==> src/rtl/core/multiset_intersection_counter_core_assert.svh <==
// assertion macros for the multiset intersection counter
// no dependencies; included by mic_datapath, the module that carries checks
`ifndef MULTISET_INTERSECTION_COUNTER_CORE_ASSERT_SVH
`define MULTISET_INTERSECTION_COUNTER_CORE_ASSERT_SVH

// check sampled on the rising clock, suspended while reset is low
`define MIC_ASSERT(lbl, clk, rstn, prop) \
  lbl: assert property (@(posedge clk) disable iff (!(rstn)) (prop)) \
    else $error("mic assertion failed");

// check sampled on the rising clock, also during reset
`define MIC_ASSERT_ALWAYS(lbl, clk, prop) \
  lbl: assert property (@(posedge clk) (prop)) \
    else $error("mic assertion failed");

`endif

==> src/rtl/core/mic_pkg.sv <==
// shared types, codes and defaults of the multiset intersection counter
// no dependencies
package mic_pkg;

  localparam int unsigned TableEntries = 1024;
  localparam int unsigned CountBits    = 16;
  localparam int unsigned KeyBits      = 32;
  localparam int unsigned EpochBits    = 4;

  typedef enum logic [1:0] {
    OP_COUNT = 2'd0,
    OP_PROBE = 2'd1,
    OP_CLEAR = 2'd2,
    OP_NONE  = 2'd3
  } op_e;

  typedef enum logic [1:0] {
    ST_INIT,
    ST_IDLE,
    ST_LOOKUP,
    ST_CHECK
  } state_e;

  typedef struct packed {
    logic load;
    logic init_step;
    logic rd;
    logic fire;
    logic advance;
  } dp_cmd_t;

  typedef struct packed {
    op_e  in_op;
    logic hit;
    logic empty;
    logic last;
    logic emit;
    logic out_busy;
    logic epoch_max;
    logic init_last;
  } dp_sts_t;

endpackage

==> src/rtl/core/mic_ctrl.sv <==
// sequencing state machine of the multiset intersection counter
// depends on mic_pkg
module mic_ctrl (
  input  logic             clk_i,
  input  logic             rst_ni,
  input  logic             in_valid_i,
  input  mic_pkg::dp_sts_t sts_i,
  output logic             in_ready_o,
  output mic_pkg::dp_cmd_t cmd_o
);

  mic_pkg::state_e state_q, state_d;
  logic            done;

  assign done = sts_i.hit || sts_i.empty || sts_i.last;

  always_ff @(posedge clk_i or negedge rst_ni) begin
    if (!rst_ni) begin
      state_q <= mic_pkg::ST_INIT;
    end else begin
      state_q <= state_d;
    end
  end

  always_comb begin
    state_d = state_q;
    unique case (state_q)
      mic_pkg::ST_INIT: begin
        if (sts_i.init_last) state_d = mic_pkg::ST_IDLE;
      end
      mic_pkg::ST_IDLE: begin
        if (in_valid_i) begin
          unique case (sts_i.in_op)
            mic_pkg::OP_COUNT, mic_pkg::OP_PROBE: state_d = mic_pkg::ST_LOOKUP;
            mic_pkg::OP_CLEAR: begin
              if (sts_i.epoch_max) state_d = mic_pkg::ST_INIT;
            end
            default: state_d = mic_pkg::ST_IDLE;
          endcase
        end
      end
      mic_pkg::ST_LOOKUP: state_d = mic_pkg::ST_CHECK;
      mic_pkg::ST_CHECK: begin
        if (!done) begin
          state_d = mic_pkg::ST_LOOKUP;
        end else if (!(sts_i.emit && sts_i.out_busy)) begin
          state_d = mic_pkg::ST_IDLE;
        end
      end
      default: state_d = mic_pkg::ST_INIT;
    endcase
  end

  always_comb begin
    cmd_o      = '0;
    in_ready_o = 1'b0;
    unique case (state_q)
      mic_pkg::ST_INIT: cmd_o.init_step = 1'b1;
      mic_pkg::ST_IDLE: begin
        in_ready_o = 1'b1;
        cmd_o.load = in_valid_i;
      end
      mic_pkg::ST_LOOKUP: cmd_o.rd = 1'b1;
      mic_pkg::ST_CHECK: begin
        cmd_o.advance = !done;
        cmd_o.fire    = done && !(sts_i.emit && sts_i.out_busy);
      end
      default: cmd_o = '0;
    endcase
  end

endmodule

==> config.mk <==
export PLATFORM = sky130hd
export DESIGN_NAME = mic_ctrl
export DESIGN_NICKNAME = d
export VERILOG_FILES = /design/src/rtl/core/multiset_intersection_counter_core_assert.svh /design/src/rtl/core/mic_pkg.sv /design/src/rtl/core/mic_ctrl.sv
export SDC_FILE = /design/constraint.sdc
export NUM_CORES = 1
export LEC_CHECK = 0
export ABC_AREA = 1
export BUFFER_PORTS_ARGS = -buffer_cell sky130_fd_sc_hd__buf_2
export CAP_MARGIN = 0
export CORE_AREA = 2 2 39 41
export DETAILED_ROUTE_END_ITERATION = 12
export DIE_AREA = 0 0 41 43
export PLACE_DENSITY = 0.41
export SYNTH_ARGS = -nofsm -noshare
export SYNTH_HDL_FRONTEND = slang
export SYNTH_SLANG_ARGS = --single-unit
==> constraint.sdc <==
create_clock -name clk_i -period 1.2 [get_ports clk_i]
set_input_delay 0.12 -clock clk_i [delete_from_list [all_inputs] [get_ports clk_i]]
set_output_delay 0.12 -clock clk_i [all_outputs]
set_load 0.005 [all_outputs]
==> qor.csv <==
stage,metric,value,unit
clocking,Worst-Skew Late Latency,220,ps
flow_run,number of max-cap violations,0,
clocking,clock root buffer,clkbuf_4,
placement,DP HPWL,484,um
sta,Hold WS,219,ps
clocking,clock transition at the registers of the reported paths,30,ps
pwr,Design Power,0.656,mW
synthesis,syn_nets,56,
floorplanning,die area,1760,sq um
floorplanning,Rows,14,
critical_path,Setup crit end kind,output pin,
sta,Final Skew,0.949,ps
route,TritonRoute pass-1 iters,4,
sta,Pins Over Slew Limit,0,
sta,Fin. Hold Viols,0,
critical_path,worst path arrival time,990,ps
floorplanning,Die Wd,41,um
pwr,Psw,0.283,mW
sta,Final min period,1110,ps
synthesis,"top cells by area, synth","dfrtp_1 22%, nand2_1 21%, inv_1 15%, nor2_1 13%, nand3_1 8.7%",
sta,RSZ-0062 raised after global routing,no,
synthesis,"FF+latch count, synth",2,
synthesis,post-synth top area share,21.7,%
critical_path,r2r endpoint,state_q[0]$_DFFE_PN0P_,
placement,Routability Congestion,0.780,
route,vias per inst,3.74,
route,DRT iter0 DRCs,10,
pwr,Clk pwr share,21.3,%
clocking,TritonCTS clock tree,built,
sta,fin crit share,92.4,%
critical_path,Critical Path RT,1080,ps
grt,gr ovfl total,0,
clocking,clock buffer depth,2,
grt,first-pass GRT wire length,876,um
critical_path,slowest cell on the critical path,dfrtp_1,
pwr,sw frac,43.1,%
pwr,share of power burned in registers,22.2,%
cells_and_area,n_diodes,0,
sta,Worst Max-Slew Pin Slew,158,ps
synthesis,syn avg cell area,5.23,sq um
clocking,clk sinks,2,
cells_and_area,"Most flops, register",state_q,
route,via count,303,
sta,Max Freq,902,MHz
route,DRC errors left,0,
synthesis,Post-Synthesis Cells,44,
floorplanning,Initial Util,16.6,%
clocking,# H-tree levels,1,
critical_path,critical path class,flip-flop to output pin,
pwr,P_int,0.373,mW
placement,I/O Buffers,17,
status,status,"complete, no violations",
cells_and_area,max FFs per register,2,
critical_path,reg2reg path depth,7,
synthesis,Synth warnings,0,
floorplanning,core area,1380,sq um
cells_and_area,Regs by FF count,state_q (2),
worst_hold_path,worst hold path type,input port to async pin,
cells_and_area,synthesis-to-layout area growth,60.3,%
pwr,PwrDens,1780,nW/um^2
synthesis,register area share after synthesis,21.7,%
grt,number of global-route vias before repair,251,
clocking,setup bufs post-CTS,0,
pwr,maximum vdd drop,518,uV
critical_path,stages on the worst setup path,4,
critical_path,crit-path cells,inv_1 > nand2_1 > inv_2 > buf_2,
floorplanning,Die Y,43,um
sta,min setup slack post-route,91.2,ps
critical_path,"delay-heaviest family, CP",flip-flops,
critical_path,beginning of the critical path,state_q[1]$_DFFE_PN0P_,
grt,largest net degree at the start of global routing,7,
sta,count of final setup violators,0,
critical_path,largest fanout on the critical path,4,
critical_path,crit path to,in_ready_o,
cells_and_area,fin nets,79,
critical_path,WP buf/inv,3,
critical_path,worst r2r src,state_q[0]$_DFFE_PN0P_,
route,Final ANT Viol Nets,0,
sta,Max-slew headroom,89.4,%
critical_path,CP Launch Type,flip-flop,
clocking,CTS Buf Count,3,
synthesis,synth unique cells,11,
grt,antenna violations before repair,0,
route,routed wire length,558,um
synthesis,Synth area leader,dfrtp_1,
grt,total routing usage reported by global routing,7.13,%
pwr,P_leak,0.245,nW
cells_and_area,Util after Layout,26.7,%
pwr,Comb power frac,56.5,%
critical_path,R2R setup slack,140,ps
synthesis,Post-Syn Area,230,sq um
cells_and_area,share of layout cells above drive strength 1,38.5,%
floorplanning,Top Ports,18,
critical_path,CP max stage delay,390,ps
sta,Setup TNS,0,ps
placement,pre-CTS setup slack,137,ps
route,Routed WL per cell,6.89,um
per-stage QoR:
stage | instance area (sq um) | instances
2_1_floorplan | 230 | 44
3_3_place_gp | 335 | 77
3_5_place_dp | 335 | 77
4_1_cts | 368 | 81
5_1_grt | 369 | 81
6_report | 369 | 81
worst min-delay path by stage:
stage                start  slack, ps  depth (start not counted)                endpoint
global placement    rst_ni        -90                          1  state_q[1]$_DFFE_PN0P_
detailed placement  rst_ni        -90                          1  state_q[1]$_DFFE_PN0P_
CTS                 rst_ni        220                          2  state_q[0]$_DFFE_PN0P_
global route        rst_ni        220                          2  state_q[0]$_DFFE_PN0P_
finish              rst_ni        220                          2  state_q[0]$_DFFE_PN0P_
floorplan           rst_ni       -180                          0  state_q[0]$_DFFE_PN0P_
layout make-up:
| class | instances | area [sq um] |
|---|---|---|
| well taps | 16 | 20.0 |
| fillers | 160 | 1010 |
| repair buffers | 18 | 95.1 |
| clock buffers | 3 | 22.5 |
| flip-flops and latches | 2 | 51.3 |
| inverters | 11 | 42.5 |
| multi-input cells | 31 | 138 |
cells in the mapped netlist, drive strengths merged:
| cell | n |
|---|---|
| dfrtp | 2 |
| inv | 10 |
| nand2 | 13 |
| a21oi | 2 |
| clkinv | 1 |
| o21ai | 3 |
| nor2 | 8 |
| nand3 | 5 |
cells by family after synthesis:
group                  after synthesis  synth area share [%]
flip-flops                           2                  21.7
AO/OA/AOI/OAI                        5                  12.5
AND/OR/NAND/NOR                     26                  47.3
buffers and inverters               11                  18.5
power by group through the flow:
stage	clock network (mW)	registers (mW)	logic, mW
3_5_place_dp	0	0.145	0.372
6_report	0.140	0.145	0.370
5_1_grt	0.157	0.151	0.428
3_3_place_gp	0	0.139	0.384
4_1_cts	0.146	0.144	0.377
2_1_floorplan	0	0.134	0.249
timing repair:
item,CTS,global route
hold buffers,1,0
gates resized for setup,0,1
setup endpoints to repair,0,2
hold endpoints to repair,2,0
cell usage in the layout, fill, tap and decap left out:
master and count:
nand2_1 13, dfrtp_1 1, o21ai_2 1, clkbuf_4 3
nand3_1 4, inv_1 9, nor2_1 8, nand3_2 1
a21oi_1 2, inv_2 1, clkinv_2 1, dfrtp_2 1
o21ai_0 2, dlygate4sd3_1 1, buf_2 17
per-layer routing:
metal | vias to the layer above | part of all wire, % | global-route usage [%]
met5 | - | 0 | 0
met4 | 0 | 0 | 2.00
met3 | 0 | 9.0 | 3.14
met2 | 10 | 44 | 9.38
met1 | 120 | 47 | 10.3
li1 | 173 | - | -
Power figures use the tool's default switching activity.
